==> src/design/tpsp_pkg.sv <==
// Shared types and constants for the three-phase sine PWM generator.
// Holds the sequencer state and command types and the polynomial coefficients.
// Used by tpsp_ctrl, tpsp_dpath and the top level; depends on nothing else.
package tpsp_pkg;

	localparam int SINE_ENTRIES_DEF = 1024;
	localparam int IN_W  = 32;
	localparam int OUT_W = 96;
	localparam int CFG_W = 16;

	localparam logic [17:0] PERIOD_RPM_MS = 18'd180000;
	localparam logic [17:0] THIRD_RPM_MS  = 18'd60000;

	localparam logic [15:0] RPM_RESET   = 16'd5000;
	localparam logic [15:0] PULSE_RESET = 16'd50;

	// Odd polynomial for sin(pi/2 * u), Q1.30.
	localparam logic [30:0] SIN_C1 = 31'd1686629713;
	localparam logic [30:0] SIN_C3 = 31'd693598668;
	localparam logic [30:0] SIN_C5 = 31'd85569306;
	localparam logic [30:0] SIN_C7 = 31'd5026995;
	localparam logic [30:0] SIN_C9 = 31'd172272;

	typedef enum logic [0:0] {
		REG_TARGET_RPM  = 1'b0,
		REG_PULSE_WIDTH = 1'b1
	} reg_index_t;

	typedef enum logic [4:0] {
		ST_IDLE, ST_ELAP, ST_CHECK, ST_PHASE, ST_IDX_MUL, ST_IDX_EST, ST_IDX_COR,
		ST_QUAD, ST_U_MUL, ST_U_EST, ST_U_COR, ST_SQ, ST_H9, ST_H7, ST_H5, ST_H3,
		ST_H1, ST_RND, ST_PW_MUL, ST_PW_CMP, ST_DONE
	} state_t;

	typedef enum logic [4:0] {
		OP_NONE, OP_LOAD, OP_ELAP, OP_CHECK, OP_PHASE, OP_IDX_MUL, OP_IDX_EST,
		OP_IDX_COR, OP_QUAD, OP_U_MUL, OP_U_EST, OP_U_COR, OP_SQ, OP_H9, OP_H7,
		OP_H5, OP_H3, OP_H1, OP_RND, OP_PW_MUL, OP_PW_CMP, OP_OUT
	} op_t;

	typedef struct packed {
		op_t        op;
		logic [1:0] phase;
	} cmd_t;

	typedef struct packed {
		logic skip;
	} status_t;

endpackage

==> src/design/tpsp_ctrl.sv <==
// Sequencer for the three-phase sine PWM generator.
// Steps the datapath through one word and owns both stream handshakes.
// Depends on tpsp_pkg.
module tpsp_ctrl (
	input  logic               clk,
	input  logic               arst_n,
	input  logic               s_tvalid,
	output logic               s_tready,
	output logic               m_tvalid,
	input  logic               m_tready,
	input  tpsp_pkg::status_t  status,
	output tpsp_pkg::cmd_t     cmd
);
	import tpsp_pkg::*;

	state_t     state_q, state_d;
	logic [1:0] phase_q, phase_d;
	logic       m_valid_q;
	logic       load_out;

	always_ff @(posedge clk or negedge arst_n) begin
		if (!arst_n) begin
			state_q   <= ST_IDLE;
			phase_q   <= 2'd0;
			m_valid_q <= 1'b0;
		end else begin
			state_q <= state_d;
			phase_q <= phase_d;
			if (load_out) begin
				m_valid_q <= 1'b1;
			end else if (m_tready) begin
				m_valid_q <= 1'b0;
			end
		end
	end

	always_comb begin
		state_d   = state_q;
		phase_d   = phase_q;
		load_out  = 1'b0;
		cmd.op    = OP_NONE;
		cmd.phase = phase_q;
		unique case (state_q)
			ST_IDLE: begin
				if (s_tvalid) begin
					cmd.op  = OP_LOAD;
					state_d = ST_ELAP;
				end
			end
			ST_ELAP: begin
				cmd.op  = OP_ELAP;
				state_d = ST_CHECK;
			end
			ST_CHECK: begin
				cmd.op  = OP_CHECK;
				phase_d = 2'd0;
				state_d = ST_PHASE;
			end
			ST_PHASE: begin
				cmd.op  = OP_PHASE;
				state_d = ST_IDX_MUL;
			end
			ST_IDX_MUL: begin
				cmd.op  = OP_IDX_MUL;
				state_d = ST_IDX_EST;
			end
			ST_IDX_EST: begin
				cmd.op  = OP_IDX_EST;
				state_d = ST_IDX_COR;
			end
			ST_IDX_COR: begin
				cmd.op  = OP_IDX_COR;
				state_d = ST_QUAD;
			end
			ST_QUAD: begin
				// The negative half of the wave clamps to zero, so the polynomial is skipped.
				cmd.op  = OP_QUAD;
				state_d = status.skip ? ST_RND : ST_U_MUL;
			end
			ST_U_MUL: begin
				cmd.op  = OP_U_MUL;
				state_d = ST_U_EST;
			end
			ST_U_EST: begin
				cmd.op  = OP_U_EST;
				state_d = ST_U_COR;
			end
			ST_U_COR: begin
				cmd.op  = OP_U_COR;
				state_d = ST_SQ;
			end
			ST_SQ: begin
				cmd.op  = OP_SQ;
				state_d = ST_H9;
			end
			ST_H9: begin
				cmd.op  = OP_H9;
				state_d = ST_H7;
			end
			ST_H7: begin
				cmd.op  = OP_H7;
				state_d = ST_H5;
			end
			ST_H5: begin
				cmd.op  = OP_H5;
				state_d = ST_H3;
			end
			ST_H3: begin
				cmd.op  = OP_H3;
				state_d = ST_H1;
			end
			ST_H1: begin
				cmd.op  = OP_H1;
				state_d = ST_RND;
			end
			ST_RND: begin
				cmd.op = OP_RND;
				if (phase_q == 2'd2) begin
					phase_d = 2'd0;
					state_d = ST_PW_MUL;
				end else begin
					phase_d = phase_q + 2'd1;
					state_d = ST_PHASE;
				end
			end
			ST_PW_MUL: begin
				cmd.op  = OP_PW_MUL;
				state_d = ST_PW_CMP;
			end
			ST_PW_CMP: begin
				cmd.op = OP_PW_CMP;
				if (phase_q == 2'd2) begin
					phase_d = 2'd0;
					state_d = ST_DONE;
				end else begin
					phase_d = phase_q + 2'd1;
					state_d = ST_PW_MUL;
				end
			end
			ST_DONE: begin
				if (!m_valid_q || m_tready) begin
					cmd.op   = OP_OUT;
					load_out = 1'b1;
					state_d  = ST_IDLE;
				end
			end
			default: begin
				state_d = ST_IDLE;
			end
		endcase
	end

	assign s_tready = (state_q == ST_IDLE);
	assign m_tvalid = m_valid_q;

`ifndef SYNTH
	a_accept_starts: assert property (@(posedge clk) disable iff (!arst_n)
		(s_tvalid && s_tready) |=> (state_q == ST_ELAP && !s_tready))
		else $error("accepted word did not start the sequence");
	a_done_delivers: assert property (@(posedge clk) disable iff (!arst_n)
		(state_q == ST_DONE && (!m_tvalid || m_tready)) |=> (m_tvalid && s_tready))
		else $error("finished word not presented on the output");
	a_phase_range: assert property (@(posedge clk) disable iff (!arst_n)
		phase_q != 2'd3)
		else $error("phase counter out of range");
`endif

endmodule

==> config.mk <==
export PLATFORM = sky130hd
export DESIGN_NAME = tpsp_ctrl
export DESIGN_NICKNAME = d
export VERILOG_FILES = /design/src/design/tpsp_pkg.sv /design/src/design/tpsp_ctrl.sv
export SDC_FILE = /design/constraint.sdc
export NUM_CORES = 1
export LEC_CHECK = 0
export BUFFER_PORTS_ARGS = -buffer_cell sky130_fd_sc_hd__buf_2
export CAP_MARGIN = 20
export CORE_AREA = 2 2 39 41
export CTS_BUF_LIST = sky130_fd_sc_hd__clkbuf_8
export CTS_CLUSTER_DIAMETER = 30
export CTS_CLUSTER_SIZE = 14
export DETAILED_ROUTE_END_ITERATION = 7
export DIE_AREA = 0 0 41 43
export MAX_ROUTING_LAYER = met4
export PLACE_DENSITY = 0.69
export SLEW_MARGIN = 25
export SYNTH_ARGS = -nofsm -noshare
export SYNTH_HDL_FRONTEND = slang
export SYNTH_SLANG_ARGS = --single-unit
==> constraint.sdc <==
create_clock -name clk -period 1.8 [get_ports clk]
set_clock_uncertainty 0.1 [all_clocks]
set_input_delay 0.36 -clock clk [delete_from_list [all_inputs] [get_ports clk]]
set_output_delay 0.36 -clock clk [all_outputs]
set_load 0.005 [all_outputs]
* Word level (Yosys, flattened, before mapping)
Cells that the tools add are included.
** Word-level totals
- Bits in read-only memories :: 0
- Output and inout bits :: 9
- Bits in writable memories :: 0
- Latch bits :: 0
- Logic and storage cells :: 49
- Bits in registers :: 8
- Bits of input ports :: 5
- Memories :: 0
** Operators by class
- Reduce and logical (&&, ||, !) cells :: 7
- Equality and inequality tests :: 23
- Shifts and indexed selects :: 0
- Muxes and demuxes :: 15
- $add $sub $neg :: 1
- Bitwise logic cells :: 0
- $mul :: 0
- Div/mod/pow operators :: 0
- Magnitude comparators :: 0
** Operators by type and width (count)
- 5-bit one-hot mux with 21 select lines :: 2
- 5-bit by 4-bit equality test with 1-bit output, second input constant :: 8
- 5-bit equality test, second input constant :: 5
- 5-bit two-way mux :: 5
- 5-bit by 3-bit equality test with 1-bit output, second input constant :: 4
- 5-bit by 2-bit equality test with 1-bit output, second input constant :: 2
- 5-bit by 1-bit equality test with 1-bit output, second input constant :: 1
- 5-bit zero test :: 1
- 1-bit two-way mux :: 5
- 2-bit != test, second input constant :: 2
- 2-bit one-hot mux with 2 select lines :: 1
- 2-bit nonzero test :: 2
- 3-bit two-way mux :: 1
- 2-bit by 1-bit adder with 2-bit output, second input constant :: 1
- 2-bit equality test, second input constant :: 1
- 2-bit two-way mux :: 1
- 2-bit AND reduction :: 1
- 2-bit OR reduction :: 1
- 1-bit zero test :: 1
- 1-bit logical OR :: 1

* Depth between registers and ports, before layout
- Depth in word-level cells :: 5
- Depth in mapped cells :: 5
- Depth with buffers taken out :: 3

* Worst setup path after synthesis
No wires, ideal clock.
- Kind :: reg2out
- From :: register state_q[3]
- To :: output cmd[2] (netlist name)
- Arrival time :: 1.304 ns
- Path slack :: 0.036 ns
- Cell stages (with the launch flop) :: 5
- Required time :: 1.340 ns
- Path buffers :: 1
- Cells stage by stage :: dfrtp_1 > clkbuf_1 > or2_1 > and2_1 > o32ai_1
** RTL lines
- start: declaration :: line tpsp_ctrl.sv:16 : state_t state_q, state_d;
- start signal: assignment :: line tpsp_ctrl.sv:27 : state_q <= state_d;
- end: declaration :: line tpsp_ctrl.sv:12 : output tpsp_pkg::cmd_t cmd

==> tab_implementation.tex <==
\begin{tabular}{lr}
\hline
Metric & Value \\
\hline
\multicolumn{2}{l}{\textbf{Place}} \\
\quad Number of buffers added on ports & 13 \\
\quad DP Area & 723 µm² \\
\quad Gp weighted congestion & 0.834 \\
\quad Estimated wirelength of the detail-placed design & 1060 µm \\
\multicolumn{2}{l}{\textbf{Timing}} \\
\quad Tmin final & 1.88 ns \\
\quad Slew at the pin closest to its max-slew limit & 0.231 ns \\
\quad Worst slew margin & 84.5\% \\
\quad Final period util & 104\% \\
\quad Achievable clock frequency & 532 MHz \\
\quad Final Worst Setup Slack & -0.0783 ns \\
\quad Number of max-slew violations in the final report & 0 \\
\quad Hold violation total from the final report & 0 \\
\quad Min Hold Slack & 0.299 ns \\
\quad RSZ-0062 raised after global routing & yes \\
\quad Total setup violations reported at the end of the flow & 5 \\
\multicolumn{2}{l}{\textbf{Route}} \\
\quad Remaining routing DRC violations & 0 \\
\quad Remaining antenna violation count & 0 \\
\quad First-pass iteration count of the detailed router & 4 \\
\quad Routed WL per cell & 15.8 µm \\
\quad DRT Wirelength & 1680 µm \\
\quad Vias & 628 \\
\quad Number of vias per cell & 5.92 \\
\quad Number of violations reported at the end of detailed-routing iteration 0 & 11 \\
\multicolumn{2}{l}{\textbf{Layout}} \\
\quad Number of antenna diodes & 0 \\
\quad Final Core Density & 65.5\% \\
\quad Number of nets at the end of the flow & 97 \\
\quad Layout cells sized above 1 & 53.3\% \\
\quad Layout overhead on the synthesized area & 51.5\% \\
\quad Post-route cell area & 906 µm² \\
\quad Number of filler instances in the final layout & 123 \\
\multicolumn{2}{l}{\textbf{Clock network}} \\
\quad Cell chosen for the clock root & clkbuf\_8 \\
\quad CTS tree & done \\
\quad Total number of clock tree sinks & 8 \\
\quad Clock-pin transition on the worst setup and hold timing paths & 0.04 ns \\
\quad Clock latency on the worst-skew pair & 0.23 ns \\
\quad TritonCTS Buffers & 3 \\
\quad Level count of the clock H-tree & 1 \\
\quad Number of buffers between clock root and the deepest sink & 2 \\
\multicolumn{2}{l}{\textbf{Power}} \\
\quad Largest voltage drop on the vdd net & 0.00111 V \\
\quad Total power per unit cell area & 2050 nW/µm² \\
\quad Sum of internal, switching and leakage power & 1.86 mW \\
\quad Static Leakage & 0.414 nW \\
\multicolumn{2}{l}{\textbf{Synth}} \\
\quad Total number of yosys warnings & 0 \\
\quad Part of the Yosys area used for sequential elements & 33.5\% \\
\quad Syn Std Cell Area & 598 µm² \\
\quad Synthesized instance count & 67 \\
\quad Number of distinct library cells after synthesis & 39 \\
\quad Number of synthesized register bits & 8 \\
\quad Synth Net Count & 72 \\
\quad Post-synthesis average cell area & 8.93 µm² \\
\multicolumn{2}{l}{\textbf{Setup path}} \\
\quad Capture point of the worst path & cmd[2] \\
\quad Library cell contributing the largest single delay on the critical path & dfrtp\_2 \\
\quad Reg-to-Reg Start & state\_q[4]\$\_DFFE\_PN0P\_ \\
\quad Kind of critical path & reg -> out \\
\quad Worst Path Max Fanout & 4 \\
\quad Category of the worst setup path capture point & output pin \\
\quad Minimum setup slack among reg-to-reg paths & 0.13 ns \\
\quad Largest stage delay on the critical path & 0.40 ns \\
\quad Reg-to-Reg End & state\_q[0]\$\_DFFE\_PN0P\_ \\
\quad Arrival time at the worst endpoint & 1.42 ns \\
\quad Critical Path, Cell by Cell & or2\_4 -> and2\_4 -> o32ai\_2 -> buf\_2 \\
\quad Required time worst endpoint & 1.34 ns \\
\quad Worst r2r path cells & 3 \\
\quad Startpoint of the most critical setup path & state\_q[2]\$\_DFFE\_PN0P\_ \\
\quad Crit path launch type & register \\
\multicolumn{2}{l}{\textbf{GRT}} \\
\quad Initial antenna violation count & 0 \\
\quad Pin count of the biggest net entering global routing & 13 \\
\quad Vias in the first global route & 569 \\
\quad Total gr overflow & 0 \\
\quad First-pass GRT wire length & 2590 µm \\
\quad Aggregate global-route resource usage & 22.1\% \\
\multicolumn{2}{l}{\textbf{Floorplan}} \\
\quad Die Width & 41 µm \\
\quad Standard-cell rows & 14 \\
\quad Starting density of the core & 43.2\% \\
\quad Boundary pin count & 14 \\
\quad DIE HEIGHT & 43 µm \\
\quad Area enclosed by the die boundary & 1760 µm² \\
\quad Core footprint & 1380 µm² \\
\multicolumn{2}{l}{\textbf{Outcome}} \\
\quad Outcome & complete, but fails checks \\
\quad Violated checks & setup timing \\
\multicolumn{2}{l}{\textbf{Job}} \\
\quad Maximum Capacitance Violations & 0 \\
\multicolumn{2}{l}{\textbf{Hold path}} \\
\quad Worst Hold Class & in -> reg \\
\hline
\end{tabular}
[Yosys cell counts, drive strengths merged]
| library cell | number | share of area [%] |
|---|---|---|
| dfrtp | 8 | 33 |
| nand2 | 4 | 2.5 |
| nor2b | 4 | 4.2 |
| buf | 3 | 3.6 |
| clkbuf | 3 | 1.9 |
| inv | 3 | 1.9 |
| nand2b | 3 | 3.1 |
| nor2 | 3 | 1.9 |
| a21oi | 2 | 1.7 |
| nand3 | 2 | 3.8 |
| nand4 | 2 | 2.1 |
| nor4 | 2 | 2.1 |
| o21ai | 2 | 1.7 |
| or3 | 2 | 2.1 |
| or4b | 2 | 4.0 |
| xor2 | 2 | 2.9 |
| a211o | 1 | 1.5 |
| a211oi | 1 | 1.3 |
| a21boi | 1 | 1.3 |
| a21o | 1 | 1.3 |
| a221oi | 1 | 2.5 |
| a22o | 1 | 1.5 |
| a311o | 1 | 1.7 |
| a31oi | 1 | 1.0 |
| and2 | 1 | 1.0 |
| mux2i | 1 | 1.7 |
| nand3b | 1 | 1.3 |
| nor3 | 1 | 0.84 |
| nor3b | 1 | 1.3 |
| o211ai | 1 | 1.3 |
| o21bai | 1 | 1.3 |
| o31ai | 1 | 1.3 |
| o32ai | 1 | 1.5 |
| or2 | 1 | 1.0 |
| or3b | 1 | 1.5 |
| xnor2 | 1 | 1.5 |
[final cells by class]
type / count / area, µm² / share of cell area (%)
multi-input cells: 50 / 437 / 48.2
flip-flops and latches: 8 / 204 / 22.5
repair buffers: 26 / 193 / 21.3
clock buffers: 3 / 41.3 / 4.56
well taps: 16 / 20.0 / 2.21
inverters: 3 / 11.3 / 1.24
[metrics by stage]
step                worst slack [ns]  instances  setup TNS, ns
finish                       -0.0783        106         -0.130
global placement              0.0527         98              0
global route                  -0.146        106         -0.413
floorplan                     0.0357         67              0
detailed placement            0.0380         98              0
CTS                           -0.121        105         -0.335
[kinds of logic (layout without fill, tap and decap cells)]
kind of cell | after synthesis | after routing | synth area share, %
buffers and inverters | 9 | 32 | 7.32
AOI/OAI and AO/OA | 16 | 16 | 20.5
muxes | 1 | 1 | 1.67
xor gates and xnor gates | 3 | 3 | 4.39
DFF | 8 | 8 | 33.5
and+or+nand+nor | 30 | 30 | 32.6
[repair_timing]
item	CTS	global route
buffers inserted	4	1
pin swaps	4	4
endpoints found under the hold margin	8	0
hold buffers	1	0
endpoints found under the setup margin	5	5
gates resized for setup	11	15
[registers in the layout, summed over array words and instances (netlist names)]
register and cells:
phase_q 2, state_q 5, m_tvalid 1
[worst max-delay path, delay by kind of cell (launching register included)]
| kind | cells | cell delay, ns |
|---|---|---|
| AND/OR/NAND/NOR | 2 | 0.43 |
| flip-flops | 1 | 0.40 |
| AO/OA/AOI/OAI | 1 | 0.22 |
| buffers and inverters | 1 | 0.14 |
[cell usage in the layout (no fill, tap or decap), types with 2 or more instances in the layout]
cell and n:
buf_2 13, buf_4 8, dfrtp_1 5, nor2b_1 3, nand2b_1 3, inv_1 3
nand2_1 3, clkbuf_8 3, dfrtp_2 3, xor2_1 2, nor2_4 2, nand4_1 2
or3_1 2, a21oi_1 2, buf_6 2
[how the worst min path moves through the flow]
stage / startpoint / endpoint / slack, ns / cells past startpoint
2_1_floorplan: arst_n / m_tvalid$_DFFE_PN0P_ / -0.04 / 0
3_3_place_gp: arst_n / phase_q[1]$_DFFE_PN0P_ / 0.12 / 1
3_5_place_dp: arst_n / phase_q[1]$_DFFE_PN0P_ / 0.12 / 1
4_1_cts: status / state_q[3]$_DFFE_PN0P_ / 0.30 / 3
5_1_grt: status / state_q[3]$_DFFE_PN0P_ / 0.32 / 3
6_report: status / state_q[3]$_DFFE_PN0P_ / 0.30 / 3
[routing by layer]
metal	track usage (%)	wire (µm)	vias up
li1	-	-	290
met1	30.5	738	314
met2	32.2	831	21
met3	4.71	88	3
met4	6.00	21	0
met5	-	0	-
[report_power, final]
| group | internal, mW | total, mW | switching (mW) |
|---|---|---|---|
| Combinational | 0.658 | 1.25 | 0.595 |
| Sequential | 0.270 | 0.385 | 0.115 |
| Clock | 0.145 | 0.222 | 0.0765 |
Note: power is estimated with default switching activity, not from simulation.
